### config.mk
export PLATFORM = sky130hd
export DESIGN_NAME = seven_segment_mux_driver_unit
export DESIGN_NICKNAME = d
export VERILOG_FILES = /design/src/rtl/core/sevs_pkg.sv /design/src/rtl/core/sevs_in_stage.sv /design/src/rtl/core/sevs_update.sv /design/src/rtl/core/sevs_out_reg.sv /design/src/rtl/core/seven_segment_mux_driver_unit.sv
export SDC_FILE = /design/constraint.sdc
export NUM_CORES = 1
export LEC_CHECK = 0
export BUFFER_PORTS_ARGS = -buffer_cell sky130_fd_sc_hd__buf_2
export CORE_MARGIN = 2
export CORE_UTILIZATION = 50
export CTS_CLUSTER_DIAMETER = 40
export CTS_CLUSTER_SIZE = 20
export DETAILED_ROUTE_END_ITERATION = 7
export PLACE_DENSITY = 0.7
export SYNTH_ARGS = -nofsm -noshare
export SYNTH_HDL_FRONTEND = slang
export SYNTH_HIERARCHICAL = 1
export SYNTH_SLANG_ARGS = --single-unit
export TNS_END_PERCENT = 20
### constraint.sdc
create_clock -name clk -period 5.6 [get_ports clk]
set_clock_uncertainty 0.05 [all_clocks]
set_input_delay 0.84 -clock clk [delete_from_list [all_inputs] [get_ports clk]]
set_output_delay 0.84 -clock clk [all_outputs]
set_load 0.05 [all_outputs]
### src/rtl/core/sevs_pkg.sv
package sevs_pkg;

	localparam int DIGITS = 3;
	localparam int DIGIT_W = (DIGITS > 1) ? $clog2(DIGITS) : 1;

	localparam logic [7:0] SEG_A  = 8'h01;
	localparam logic [7:0] SEG_B  = 8'h02;
	localparam logic [7:0] SEG_C  = 8'h04;
	localparam logic [7:0] SEG_D  = 8'h08;
	localparam logic [7:0] SEG_E  = 8'h10;
	localparam logic [7:0] SEG_F  = 8'h20;
	localparam logic [7:0] SEG_G  = 8'h40;
	localparam logic [7:0] SEG_DP = 8'h80;
	localparam logic [6:0] PATTERN_EIGHT = 7'h7F;
	localparam logic [1:0] SELECT_NONE = 2'd3;

	typedef enum logic [1:0] {
		OP_REFRESH  = 2'd0,
		OP_WRITE    = 2'd1,
		OP_SET_DOT  = 2'd2,
		OP_TEST     = 2'd3
	} sevs_op_t;

	typedef struct packed {
		sevs_op_t    opcode;
		logic [1:0]  position;
		logic [7:0]  char_code;
		logic        flag;
	} sevs_item_t;

	typedef struct packed {
		logic [7:0]  segments;
		logic [1:0]  digit_select;
	} sevs_result_t;

	// handshake into the update logic from the input stage and the output register
	typedef struct packed {
		logic        item_valid;
		logic        out_free;
	} sevs_ctl_t;

	// ASCII to segments a..g; unknown codes show an underscore
	function automatic logic [6:0] decode_char(input logic [7:0] c);
		logic [7:0] s;
		case (c)
			8'h2D: s = SEG_G;                                         // '-'
			8'h20: s = 8'h00;                                         // ' '
			8'h30: s = SEG_A | SEG_B | SEG_C | SEG_D | SEG_E | SEG_F;
			8'h31: s = SEG_B | SEG_C;
			8'h32: s = SEG_A | SEG_B | SEG_D | SEG_E | SEG_G;
			8'h33: s = SEG_A | SEG_B | SEG_C | SEG_D | SEG_G;
			8'h34: s = SEG_B | SEG_C | SEG_F | SEG_G;
			8'h35: s = SEG_A | SEG_C | SEG_D | SEG_F | SEG_G;
			8'h36: s = SEG_A | SEG_C | SEG_D | SEG_E | SEG_F | SEG_G;
			8'h37: s = SEG_A | SEG_B | SEG_C;
			8'h38: s = {1'b0, PATTERN_EIGHT};
			8'h39: s = SEG_A | SEG_B | SEG_C | SEG_D | SEG_F | SEG_G;
			8'h41: s = SEG_A | SEG_B | SEG_C | SEG_E | SEG_F | SEG_G;  // 'A'
			8'h42: s = SEG_C | SEG_D | SEG_E | SEG_F | SEG_G;
			8'h43: s = SEG_A | SEG_D | SEG_E | SEG_F;
			8'h44: s = SEG_B | SEG_C | SEG_D | SEG_E | SEG_G;
			8'h45: s = SEG_A | SEG_D | SEG_E | SEG_F | SEG_G;
			8'h46: s = SEG_A | SEG_E | SEG_F | SEG_G;
			8'h48: s = SEG_B | SEG_C | SEG_E | SEG_F | SEG_G;          // 'H'
			8'h4C: s = SEG_D | SEG_E | SEG_F;                          // 'L'
			8'h4E: s = SEG_A | SEG_B | SEG_C | SEG_E | SEG_F;          // 'N'
			8'h4F: s = SEG_A | SEG_B | SEG_C | SEG_D | SEG_E | SEG_F;  // 'O'
			8'h50: s = SEG_A | SEG_B | SEG_E | SEG_F | SEG_G;          // 'P'
			8'h52: s = SEG_A | SEG_E | SEG_F;                          // 'R'
			8'h54: s = SEG_D | SEG_E | SEG_F | SEG_G;                  // 'T'
			default: s = SEG_D;
		endcase
		return s[6:0];
	endfunction

endpackage

### src/rtl/core/sevs_in_stage.sv
module sevs_in_stage (
	input  logic                clk,
	input  logic                arst_n,
	input  logic                in_valid,
	output logic                in_ready,
	input  sevs_pkg::sevs_item_t in_item,
	input  logic                fire,
	output logic                valid_s1,
	output sevs_pkg::sevs_item_t item_s1
);

	assign in_ready = !valid_s1 || fire;

	always_ff @(posedge clk or negedge arst_n) begin
		if (!arst_n) begin
			valid_s1 <= 1'b0;
		end else if (in_ready) begin
			valid_s1 <= in_valid;
		end
	end

	always_ff @(posedge clk) begin
		if (in_ready && in_valid) begin
			item_s1 <= in_item;
		end
	end

endmodule

### src/rtl/core/sevs_update.sv
module sevs_update (
	input  logic                  clk,
	input  logic                  arst_n,
	input  logic                  display_off,
	input  sevs_pkg::sevs_ctl_t   ctl,
	input  sevs_pkg::sevs_item_t  item_s1,
	output logic                  fire,
	output logic                  emit,
	output sevs_pkg::sevs_result_t result
);

	localparam int DW = sevs_pkg::DIGIT_W;

	// characters and dots kept apart so set dot needs no read of the buffer
	logic [6:0]    char_q [sevs_pkg::DIGITS];
	logic          dot_q  [sevs_pkg::DIGITS];
	logic [DW-1:0] active_q;
	logic          test_lock_q;
	logic [7:0]    held_q;

	logic          is_refresh;
	logic          pos_ok;
	logic [DW-1:0] widx;
	logic [DW-1:0] ad;
	logic [DW-1:0] ad_next;
	logic [7:0]    cur_seg;
	logic [6:0]    new_char;

	always_comb begin
		is_refresh = (item_s1.opcode == sevs_pkg::OP_REFRESH);
		fire = ctl.item_valid && (!is_refresh || ctl.out_free);
		emit = fire && is_refresh;
		pos_ok = (32'(item_s1.position) < sevs_pkg::DIGITS);
		widx = DW'(item_s1.position);
		ad = (32'(active_q) >= sevs_pkg::DIGITS) ? '0 : active_q;
		ad_next = (32'(ad) >= sevs_pkg::DIGITS - 1) ? '0 : DW'(32'(ad) + 1);
		cur_seg = {dot_q[ad], char_q[ad]};
		new_char = sevs_pkg::decode_char(item_s1.char_code);
		if (display_off) begin
			result.segments = held_q;
			result.digit_select = sevs_pkg::SELECT_NONE;
		end else begin
			result.segments = cur_seg;
			result.digit_select = 2'(ad);
		end
	end

	always_ff @(posedge clk or negedge arst_n) begin
		if (!arst_n) begin
			for (int i = 0; i < sevs_pkg::DIGITS; i++) begin
				char_q[i] <= sevs_pkg::PATTERN_EIGHT;
				dot_q[i] <= 1'b0;
			end
			active_q <= '0;
			test_lock_q <= 1'b1;
			held_q <= '0;
		end else if (fire) begin
			case (item_s1.opcode)
				sevs_pkg::OP_REFRESH: begin
					if (!display_off) begin
						held_q <= cur_seg;
						active_q <= ad_next;
					end
				end
				sevs_pkg::OP_WRITE: begin
					if (pos_ok && !test_lock_q) begin
						for (int i = 0; i < sevs_pkg::DIGITS; i++) begin
							if (DW'(i) == widx) begin
								char_q[i] <= new_char;
								dot_q[i] <= item_s1.flag;
							end
						end
					end
				end
				sevs_pkg::OP_SET_DOT: begin
					if (pos_ok) begin
						for (int i = 0; i < sevs_pkg::DIGITS; i++) begin
							if (DW'(i) == widx) begin
								dot_q[i] <= item_s1.flag;
							end
						end
					end
				end
				sevs_pkg::OP_TEST: begin
					if (!test_lock_q && item_s1.flag) begin
						for (int i = 0; i < sevs_pkg::DIGITS; i++) begin
							char_q[i] <= sevs_pkg::PATTERN_EIGHT;
							dot_q[i] <= 1'b0;
						end
					end
					test_lock_q <= item_s1.flag;
				end
				default: begin
				end
			endcase
		end
	end

endmodule

### src/rtl/core/sevs_out_reg.sv
module sevs_out_reg (
	input  logic                   clk,
	input  logic                   arst_n,
	input  logic                   emit,
	input  sevs_pkg::sevs_result_t result,
	output logic                   out_free,
	output logic                   out_valid,
	input  logic                   out_ready,
	output sevs_pkg::sevs_result_t out_data
);

	assign out_free = !out_valid || out_ready;

	always_ff @(posedge clk or negedge arst_n) begin
		if (!arst_n) begin
			out_valid <= 1'b0;
		end else if (out_free) begin
			out_valid <= emit;
		end
	end

	always_ff @(posedge clk) begin
		if (out_free && emit) begin
			out_data <= result;
		end
	end

endmodule

### src/rtl/core/seven_segment_mux_driver_unit.sv
// channel   dir  payload                                  beat when
// s_axis    in   tuser opcode, tdata position/char/flag   s_axis_tvalid && s_axis_tready
// m_axis    out  tdata segments, digit_select             m_axis_tvalid && m_axis_tready
// cfg       in   cfg_data = display_off                   cfg_valid && cfg_ready
//
// One item per cycle sustained while no refresh tick is held back. An input beat is
// registered; from there the buffer update and the refresh result are registered.
// Only a refresh tick needs the result register: it waits in the input register, and
// holds back the beats behind it, while an unaccepted result sits on m_axis.
// Reset shows 888 without dots, digit 0 active, test mode on, display on.
// cfg_ready is always high.
module seven_segment_mux_driver_unit (
	input  logic        clk,
	input  logic        arst_n,
	input  logic        s_axis_tvalid,
	output logic        s_axis_tready,
	input  logic [15:0] s_axis_tdata,  // [1:0] position, [9:2] char_code, [10] flag, zero pad
	input  logic [1:0]  s_axis_tuser,  // [1:0] opcode
	output logic        m_axis_tvalid,
	input  logic        m_axis_tready,
	output logic [15:0] m_axis_tdata,  // [7:0] segments, [9:8] digit_select, zero pad
	input  logic        cfg_valid,
	output logic        cfg_ready,
	input  logic        cfg_data
);

	sevs_pkg::sevs_item_t   in_item;
	sevs_pkg::sevs_item_t   item_s1;
	sevs_pkg::sevs_result_t result;
	sevs_pkg::sevs_result_t out_data;
	sevs_pkg::sevs_ctl_t    ctl;
	logic                   valid_s1;
	logic                   fire;
	logic                   emit;
	logic                   out_free;
	logic                   display_off_q;

	assign cfg_ready = 1'b1;

	always_ff @(posedge clk or negedge arst_n) begin
		if (!arst_n) begin
			display_off_q <= 1'b0;
		end else if (cfg_valid && cfg_ready) begin
			display_off_q <= cfg_data;
		end
	end

	always_comb begin
		in_item.opcode = sevs_pkg::sevs_op_t'(s_axis_tuser);
		in_item.position = s_axis_tdata[1:0];
		in_item.char_code = s_axis_tdata[9:2];
		in_item.flag = s_axis_tdata[10];
		ctl.item_valid = valid_s1;
		ctl.out_free = out_free;
		m_axis_tdata = {6'b0, out_data.digit_select, out_data.segments};
	end

	sevs_in_stage u_in (
		.clk      (clk),
		.arst_n   (arst_n),
		.in_valid (s_axis_tvalid),
		.in_ready (s_axis_tready),
		.in_item  (in_item),
		.fire     (fire),
		.valid_s1 (valid_s1),
		.item_s1  (item_s1)
	);

	sevs_update u_upd (
		.clk         (clk),
		.arst_n      (arst_n),
		.display_off (display_off_q),
		.ctl         (ctl),
		.item_s1     (item_s1),
		.fire        (fire),
		.emit        (emit),
		.result      (result)
	);

	sevs_out_reg u_out (
		.clk       (clk),
		.arst_n    (arst_n),
		.emit      (emit),
		.result    (result),
		.out_free  (out_free),
		.out_valid (m_axis_tvalid),
		.out_ready (m_axis_tready),
		.out_data  (out_data)
	);

endmodule

# Word level (Yosys, flattened, before mapping)
# Index checks and enable logic that the tools add are counted.
dict set report totals {
  wordCells 108
  output_inout_bits 19
  ff_bits 61
  input_bits 24
}
dict set report op_classes {
  n_bitwise 2
  n_eq_ne 36
  n_mux 23
  order_cmp 4
  addsub 1
  n_reduce_logical 24
}
# operator n
set op_table {}
lappend op_table {{$pmux 7 s24} 1}
lappend op_table {{$eq 8x7->1 const B} 13}
lappend op_table {{$eq 8x6->1 const B} 12}
lappend op_table {{$mux 21} 2}
lappend op_table {{$pmux 21 s2} 1}
lappend op_table {{$mux 7} 5}
lappend op_table {{$reduce_and 5->1} 4}
lappend op_table {{$bmux 7 s2} 1}
lappend op_table {{$ne 2x1->1 const B} 6}
lappend op_table {{$mux 10} 1}
lappend op_table {{$mux 3} 3}
lappend op_table {{$pmux 3 s3} 1}
lappend op_table {{$logic_and 1x1->1} 6}
lappend op_table {{$mux 1} 5}
lappend op_table {{$eq 2x2->1 const B} 2}
lappend op_table {{$ge 2x2->1 const B} 2}
lappend op_table {{$logic_not 1->1} 4}
lappend op_table {{$logic_not 2->1} 2}
lappend op_table {{$mux 2} 2}
lappend op_table {{$ge 3x3->1 const B} 1}
lappend op_table {{$logic_or 1x1->1} 3}
lappend op_table {{$not 2->3} 1}
lappend op_table {{$reduce_and 3->1} 1}
lappend op_table {{$reduce_bool 3->1} 1}
lappend op_table {{10 further kinds} 10}

# Depth between registers and ports, before layout
# Gate-level depths: netlist of run 1.
dict set report logic_depth {
  word_depth 7
  mapped_depth 9
  mapped_depth_nobuf 6
}

# Modules after synthesis
# The synthesis of run 1 kept the hierarchy.
# mod cells_per_inst seq_area_each_um2 n_inst area_per_inst_um2
set modules_own_cells {}
lappend modules_own_cells {sevs_update 286 903.4 1 2478.6}
lappend modules_own_cells {sevs_in_stage 17 415.4 1 444.2}
lappend modules_own_cells {sevs_out_reg 14 325.3 1 354.1}
lappend modules_own_cells {seven_segment_mux_driver_unit 11 25.0 1 100.1}

# Worst setup path after synthesis of run 1
# OpenSTA, ideal clock, no wires.
dict set report synth_timing {
  path_type {input-to-output}
  from {in m_axis_tready}
  to {out s_axis_tready}
  required_time_ns 4.710
  t_arrival_ns 1.432
  n_path_buf 0
  slack_ns 3.278
  stages 3
  path_cell_list {nand2b_4 -> o31a_1 -> nand2b_4}
}
dict set report synth_via {
  elab_chain_len 4
}
# element line
set synth_rtl {}
lappend synth_rtl {{start, declared} seven_segment_mux_driver_unit.sv:20} ;# input logic m_axis_tready,
lappend synth_rtl {{$logic_or 1x1->1} sevs_out_reg.sv:12} ;# assign out_free = !out_valid || out_ready;
lappend synth_rtl {{$logic_or 1x1->1} sevs_update.sv:31} ;# fire = ctl.item_valid && (!is_refresh || ctl.out_free);
lappend synth_rtl {{$logic_and 1x1->1} sevs_update.sv:31}
lappend synth_rtl {{via fire} seven_segment_mux_driver_unit.sv:33} ;# logic fire;
lappend synth_rtl {{$logic_or 1x1->1} sevs_in_stage.sv:12} ;# assign in_ready = !valid_s1 || fire;
lappend synth_rtl {{end, declared} seven_segment_mux_driver_unit.sv:16} ;# output logic s_axis_tready,
# The timed path passes the listed nets, and every way through them passes these cells.

# Worst setup path after layout of run 1
dict set report layout_timing {
  from {in m_axis_tready}
  to {out s_axis_tready}
}
dict set report layout_via {
  elab_chain_len 4
}
# element line
set layout_rtl {}
lappend layout_rtl {{$logic_or 1x1->1} sevs_out_reg.sv:12}
lappend layout_rtl {{via out_free} seven_segment_mux_driver_unit.sv:35} ;# logic out_free;
lappend layout_rtl {{$logic_or 1x1->1} sevs_update.sv:31}
lappend layout_rtl {{$logic_and 1x1->1} sevs_update.sv:31}
lappend layout_rtl {{via fire} seven_segment_mux_driver_unit.sv:33}
lappend layout_rtl {{$logic_or 1x1->1} sevs_in_stage.sv:12}
# The timed path passes the listed nets, and every way through them passes these cells.

==> results of run 1 <==
[final cells by class]
type,count,area share
sequential,61,0.452
multi-input combinational,241,0.421
timing repair buffer,30,0.0406
clock buffer,9,0.0335
tap,77,0.0261
clock inverter,7,0.0200
inverter,7,0.00711
[registers in the layout, summed over array words and instances (netlist names)]
register,count
u_upd/active_q,2
u_out/out_data,10
display_off_q,1
u_upd/held_q,8
u_out/out_valid,1
u_upd/char_q,21
u_upd/dot_q,3
u_upd/test_lock_q,1
u_in/valid_s1,1
u_in/item_s1,13
[cell usage after synthesis, types with 6 or more instances]
library cell   n
dfstp_2       22
buf_2         10
o21ai_0       20
dfrtp_1       16
mux2i_1        8
o21ai_1        6
nor2b_1       10
nor3_1         7
nand2b_1      10
buf_4          9
mux2_2        17
inv_1          7
a21oi_1       30
nand2_1       31
nor2_1        28
edfxtp_1      23
[per-layer routing]
layer / up-vias / share of wire / GRT usage
met5: - / 0 / 0
met4: 0 / 0.011 / 0.0625
met3: 8 / 0.043 / 0.0448
met2: 60 / 0.48 / 0.310
met1: 1153 / 0.46 / 0.265
li1: 1207 / - / -
[path summary, 6_finish.rpt]
kind | startpoint | to | slack, ps | cells past startpoint
setup / recovery | m_axis_tready | s_axis_tready | 3040 | 5
hold / removal | u_upd/char_q[18]$_DFFE_PN1P_ | u_upd/char_q[18]$_DFFE_PN1P_ | 420 | 2
setup reg to reg | u_in/item_s1[5]$_DFFE_PP_ | u_upd/char_q[3]$_DFFE_PN1P_ | 3110 | 6
hold reg to reg | u_upd/char_q[18]$_DFFE_PN1P_ | u_upd/char_q[18]$_DFFE_PN1P_ | 420 | 2
max in group asynchronous | arst_n | u_upd/held_q[3]$_DFFE_PN0P_ | 4410 | 1
min in group asynchronous | arst_n | u_upd/held_q[5]$_DFFE_PN0P_ | 560 | 1
[kinds of logic after synthesis]
kind of cell,share of synthesized area
adders and majority gates,0.00741
xor gates and xnor gates,0.00778
buffers and inverters,0.0504
AOI/OAI and AO/OA,0.151
DFF,0.494
muxes,0.0848
and+or+nand+nor,0.202
other,0.00222
[power groups by stage]
stage	clock network, mW	registers, mW	logic, mW
2_1_floorplan	0	0.717	0.300
3_3_place_gp	0	0.709	0.384
3_5_place_dp	0	0.716	0.395
4_1_cts	0.398	0.708	0.397
5_1_grt	0.420	0.725	0.435
6_report	0.383	0.709	0.393
[cell usage in the layout (no fill, tap or decap), drive strengths merged, types with 10 or more instances in the layout]
cell / n
dfstp: 22
edfxtp: 23
o21ai: 26
nand2: 32
a21oi: 30
mux2: 18
dfrtp: 16
nor2b: 10
nand2b: 12
nor2: 28
buf: 30
[critical path: cells and delay by family]
kind	cells	cell delay (ps)
buf+inv	2	310
compound gates	1	240
simple gates	2	280
==> metrics.log, run 1 <==
INFO  metric cp_slowest_stage_delay = 240 ps
INFO  metric ys_warn_count = 6
INFO  metric synth_async_sr_flop_share = 0.623
INFO  metric multi_input_area = 0.00156 mm^2
INFO  metric num-nets-final = around 380
INFO  metric cts.reportedPaths.clkPinSlew = 70 ps
INFO  metric grt_first_pass_wirelength = 11400 um
INFO  metric fin_tns_setup = 0 ps
INFO  metric switching_power = 0.476 mW
INFO  metric clock_power_share = 0.258
INFO  metric postSynthRegisterBits = 61
INFO  metric place_ws = 2760 ps
INFO  metric synth.distinct_cells = 63
INFO  metric width_of_the_die = between 80 and 90 um
INFO  metric die_area = 0.00743 mm^2
INFO  metric whs = 416 ps
INFO  metric register_area = about 0.0017 mm^2
INFO  metric max_clock_freq = 0.391 GHz
INFO  metric rsz0062_at_grt = false
INFO  metric power_density = 402 mW/mm^2
INFO  metric core_area = 0.00646 mm^2
INFO  metric drive_above_1_share = 0.301
INFO  metric cts_hold_repair.buffers = 0
INFO  metric route.antenna.remaining_nets = 0
INFO  metric initial_utilization = 0.523
INFO  metric period_utilization = 0.457
INFO  metric setup_viol_count_final = 0
INFO  metric critical_path_class = primary input to primary output
INFO  metric first_global_vias = 2409
INFO  metric synthCells = around 330
INFO  metric place_inst = 416
INFO  metric cts_htree_levels = 3
INFO  metric numClockSinks = 61
INFO  metric route.final.wire_length = 6590 um
INFO  metric detailed_place_hpwl = about 4600 um
INFO  metric die_h = 86.2 um
INFO  metric outcome = finished, final reports clean
INFO  metric grt_overflow_total = 0
INFO  metric detail_route.wl_per_cell = 15.3 um
INFO  metric vias = 2428
INFO  metric worstMarginPinSlew = 896 ps
INFO  metric grt_max_degree = 39
INFO  metric final_design_area_no_fill = between 0.003 and 0.004 mm^2
INFO  metric critical_path_peak_fanout = 3
INFO  metric placedInstanceArea = 0.00350 mm^2
INFO  metric cts_max_path_buffers = 2
INFO  metric worst_hold_path_type = flip-flop to flip-flop
INFO  metric global_router_s_overall_resource_usage = 0.194
INFO  metric power.combinational.fraction = 0.264
INFO  metric power.switching_fraction = 0.321
INFO  metric worst_setup_path_start_kind = primary input
INFO  metric cp_data_arrival_time = 1670 ps
INFO  metric detailedRoute.firstPassIterationCount = 4
INFO  metric synth_top_cell_by_area = edfxtp_1
INFO  metric cts_inserted_buffers = 9
INFO  metric leakage_power_figure = 1.44 nW
INFO  metric port_buffers = 30
INFO  metric cts_tree = built
INFO  metric vdd_drop_max = 271 uV
INFO  metric syn-mean-instance-area = roughly 10 um^2
INFO  metric vias_per_cell = about 5.6
INFO  metric worst_skew_pair.late_latency = 340 ps
INFO  metric layout-area-overhead-vs-synth = 9.45%
INFO  metric synth_top_flop_cell = edfxtp_1
INFO  metric critPathCaptureType = primary output
INFO  metric worst-endpoint-required = 4710 ps
INFO  metric finalWorstSetupSlack = 3040 ps
INFO  metric floorplan.io_pins = 43
INFO  metric cts_setup_buffers = 0
INFO  metric final_hold_viol_count = 0
INFO  metric synth_edf_count = 23
INFO  metric insertedDiodeCount = 0
INFO  metric fin_util = 0.572
INFO  metric mappedNetlistArea = 0.00338 mm^2
INFO  metric ctsResizeCount = 0
INFO  metric timing.critical_path.slowest_stage_cell = o31a_1
INFO  metric antenna_found_initial = 0
INFO  metric cts_root_buffer = clkbuf_8
INFO  metric dr.first_iter.drc_count = 175
INFO  metric drv_cap = 0
INFO  metric worstPathCellList = buf_2 -> nand2b_4 -> o31a_1 -> nand2b_4 -> buf_2
INFO  metric final-instance-count-excl-fill = 432
INFO  metric core.rowCount = 29
INFO  metric sequentialPowerShare = 0.478
INFO  metric synth_area_leaders = edfxtp_1, dfstp_2, dfrtp_1, mux2_2, a21oi_1
INFO  metric routabilityCongestion = 0.891
INFO  metric synth_seq_area_share = 0.494
INFO  metric final_critical_path_required_period = 2560 ps
INFO  metric maxSlewHeadroom = 0.401
INFO  metric finalMaxSlewViolations = 0
INFO  metric drc_errors = 0
INFO  metric number_of_fill_cells_in_the_layout = approximately 560
INFO  metric power.internal = 1.01 mW
INFO  metric synth.top_cell.area_share = 0.205
INFO  metric power.total = 1.49 mW
No activity file was read; power rests on OpenSTA's default activity.
==> inputs of run 2 (changes only) <==
--- a/config.mk
+++ b/config.mk
@@ -11,7 +11,7 @@
 export CTS_CLUSTER_DIAMETER = 40
 export CTS_CLUSTER_SIZE = 20
 export DETAILED_ROUTE_END_ITERATION = 7
-export PLACE_DENSITY = 0.7
+export PLACE_DENSITY = 0.73
 export SYNTH_ARGS = -nofsm -noshare
 export SYNTH_HDL_FRONTEND = slang
 export SYNTH_HIERARCHICAL = 1
==> constraint.sdc (replaced) <==
create_clock -name clk -period 2.12 [get_ports clk]
set_clock_uncertainty 0.05 [all_clocks]
set_input_delay 0.318 -clock clk [delete_from_list [all_inputs] [get_ports clk]]
set_output_delay 0.318 -clock clk [all_outputs]
set_load 0.05 [all_outputs]
==> run 2 against run 1 <==
- setup slack lost 3000 ps
- largest cell class unchanged
- largest power group unchanged
- total power grew to 2.7 times the previous value
- final area grew 9.9%
- global-route usage grew 0.62 points
- sequential share of layout area shrank 4.1 points
- utilization grew 5.7 points
- worst hold slack lost 400 ps
- first-iteration DRC count grew 19%
- highest routed layer unchanged
- cell count grew 9.0%
==> metrics.log, run 2 (synthesized netlist as in run 1, its figures left out) <==
INFO  metric timing.critical_path.slowest_stage_cell = edfxtp_1
INFO  metric first_global_vias = 2544 (+5.6%)
INFO  metric drc_errors = 0 (unchanged)
INFO  metric core.rowCount = 29 (unchanged)
INFO  metric layout_commonest_cell = buf_4
INFO  metric antenna_found_initial = 0 (unchanged)
INFO  metric finalWorstSetupSlack = 48.6 ps (-2990 ps)
INFO  metric worst_hold_path_type = primary input to asynchronous set/reset pin
INFO  metric max_clock_freq = a little under 0.5 GHz
INFO  metric vias_per_cell = 5.68 (+1.0%)
INFO  metric largest_reg_flops = 21 (unchanged)
INFO  metric cts.reportedPaths.clkPinSlew = 80 ps (about the same)
INFO  metric worstMarginPinSlew = 828 ps (-68.1 ps)
INFO  metric grt_overflow_total = 0 (unchanged)
INFO  metric register_area = 0.00167 mm^2 (unchanged)
INFO  metric route.antenna.remaining_nets = 0 (unchanged)
INFO  metric final_hold_viol_count = 0 (unchanged)
INFO  metric route.final.wire_length = 6940 um (+5.3%)
INFO  metric die_h = 86.2 um (unchanged)
INFO  metric final-instance-count-excl-fill = 471 (+9.0%)
INFO  metric floorplan.io_pins = 43 (unchanged)
INFO  metric cts_max_path_buffers = 2 (unchanged)
INFO  metric cts_root_buffer = clkbuf_8
INFO  metric cts_htree_levels = 3 (unchanged)
INFO  metric vias = 2674 (+10%)
INFO  metric leakage_power_figure = 1.64 nW (+14%)
INFO  metric outcome = finished, final reports clean
INFO  metric critical_path_peak_fanout = 4 (+1)
INFO  metric vdd_drop_max = 593 uV (+120%)
INFO  metric setup_viol_count_final = 0 (unchanged)
INFO  metric dr.first_iter.drc_count = 209 (+19%)
INFO  metric grt_first_pass_wirelength = 11600 um (+1.9%)
INFO  metric worst_skew_pair.late_latency = 350 ps (about the same)
INFO  metric fin_tns_setup = 0 ps (unchanged)
INFO  metric final_critical_path_required_period = 2070 ps
INFO  metric max_flop_register = u_upd/char_q
INFO  metric insertedDiodeCount = 0 (unchanged)
INFO  metric final_design_area_no_fill = 0.00406 mm^2 (+9.9%)
INFO  metric cts_inserted_buffers = 9 (unchanged)
INFO  metric port_buffers = 30 (unchanged)
INFO  metric finalMaxSlewViolations = 0 (unchanged)
INFO  metric power.total = 3.97 mW (+170%)
INFO  metric multi_input_area = 0.00164 mm^2 (+5.1%)
INFO  metric period_utilization = 0.977
INFO  metric path_buf_inv = 2 (unchanged)
INFO  metric cts_tree = built
INFO  metric detailedRoute.firstPassIterationCount = 4 (unchanged)
INFO  metric maxSlewHeadroom = 0.448 (+0.0466)
INFO  metric width_of_the_die = 86.2 um (unchanged)
INFO  metric cp_data_arrival_time = 2280 ps (+610 ps)
INFO  metric fin_util = 0.629 (+0.0566)
INFO  metric place_ws = -45.3 ps (-2810 ps)
INFO  metric cp_slowest_stage_delay = 430 ps (+190 ps)
INFO  metric number_of_fill_cells_in_the_layout = 519 (-7.2%)
INFO  metric critical_path_class = flip-flop to flip-flop
INFO  metric rsz0062_at_grt = true
INFO  metric detail_route.wl_per_cell = 14.7 um (-3.4%)
INFO  metric cts_hold_repair.buffers = 0 (unchanged)
INFO  metric detailed_place_hpwl = 4830 um (+5.0%)
INFO  metric power_density = 978 mW/mm^2 (+140%)
INFO  metric global_router_s_overall_resource_usage = 0.200 (+0.00623)
INFO  metric num-nets-final = 415 (+10%)
INFO  metric initial_utilization = 0.523 (unchanged)
INFO  metric critPathCaptureType = flip-flop
INFO  metric grt_max_degree = 39 (unchanged)
INFO  metric critical_path.most_common_cell = buf_4
INFO  metric routabilityCongestion = 0.868 (-2.6%)
INFO  metric critPathTopFamily = compound AO/OA/AOI/OAI gates
INFO  metric place_inst = 447 (+7.5%)
INFO  metric drv_cap = 0 (unchanged)
INFO  metric final_cell_mix = buf_4, buf_2, nand2_1
INFO  metric die_area = 0.00743 mm^2 (unchanged)
INFO  metric whs = 15.0 ps (-401 ps)
INFO  metric drive_above_1_share = 0.393 (+0.0920)
INFO  metric worst_setup_path_start_kind = flip-flop
INFO  metric layout-area-overhead-vs-synth = 20.3%
INFO  metric layout_top_registers = u_upd/char_q: 21 flops, u_in/item_s1: 13 flops, u_out/out_data: 10 flops
INFO  metric placedInstanceArea = 0.00374 mm^2 (+7.0%)
INFO  metric worst-endpoint-required = 2330 ps (-2380 ps)
INFO  metric core_area = 0.00646 mm^2 (unchanged)
INFO  metric worstPathCellList = buf_4 -> nor3b_4 -> nand2_2 -> a2111oi_4 -> nor2_1 -> a31oi_2 -> buf_4 -> a21oi_1
INFO  metric numClockSinks = 61 (unchanged)
run 2: changes by cell type in the layout (fill, tap and decap cells not counted), moves of 2 or more:
cell | previous run | this run
nor2_2 | 0 | 2
a21oi_2 | 0 | 3
nor2_1 | 28 | 26
buf_4 | 0 | 37
a21oi_1 | 30 | 27
run 2: final timing paths:
kind | start | end | slack [ps] | cells past startpoint
hold / removal | arst_n | u_upd/active_q[0]$_DFFE_PN0P_ | 20 | 1
max in group asynchronous | arst_n | u_upd/held_q[7]$_DFFE_PN0P_ | 1480 | 1
min in group clk | s_axis_tuser[0] | u_in/item_s1[11]$_DFFE_PP_ | 100 | 1
hold reg to reg | u_upd/char_q[14]$_DFFE_PN1P_ | u_upd/char_q[14]$_DFFE_PN1P_ | 410 | 2
setup / recovery | u_in/item_s1[6]$_DFFE_PP_ | u_upd/char_q[17]$_DFFE_PN1P_ | 50 | 8
setup reg to reg | u_in/item_s1[6]$_DFFE_PP_ | u_upd/char_q[17]$_DFFE_PN1P_ | 50 | 8
run 2: per-layer routing:
layer	wire, um	global-route usage
met1	3110	0.263
met2	3460	0.319
met3	268	0.0476
met4	102	0.0866
met5	0	0
run 2: cell type report:
class,instances,area share
clock inverters,7,0.0126
well taps,77,0.0237
clock buffers,9,0.0305
multi-input cells,241,0.403
flip-flops and latches,61,0.411
inverters,7,0.00647
repair buffers,69,0.113
run 2: repair_timing:
item                                    4_1_cts  5_1_grt
buffers inserted                              2        6
cloned                                        0        0
resized for setup                             2       14
endpoints found under the setup margin        7       21
pin swaps                                     0       11
run 2: power by group:
group	internal, mW	switching, mW
clock network	0.426	0.485
registers	1.67	0.167
logic	0.559	0.666
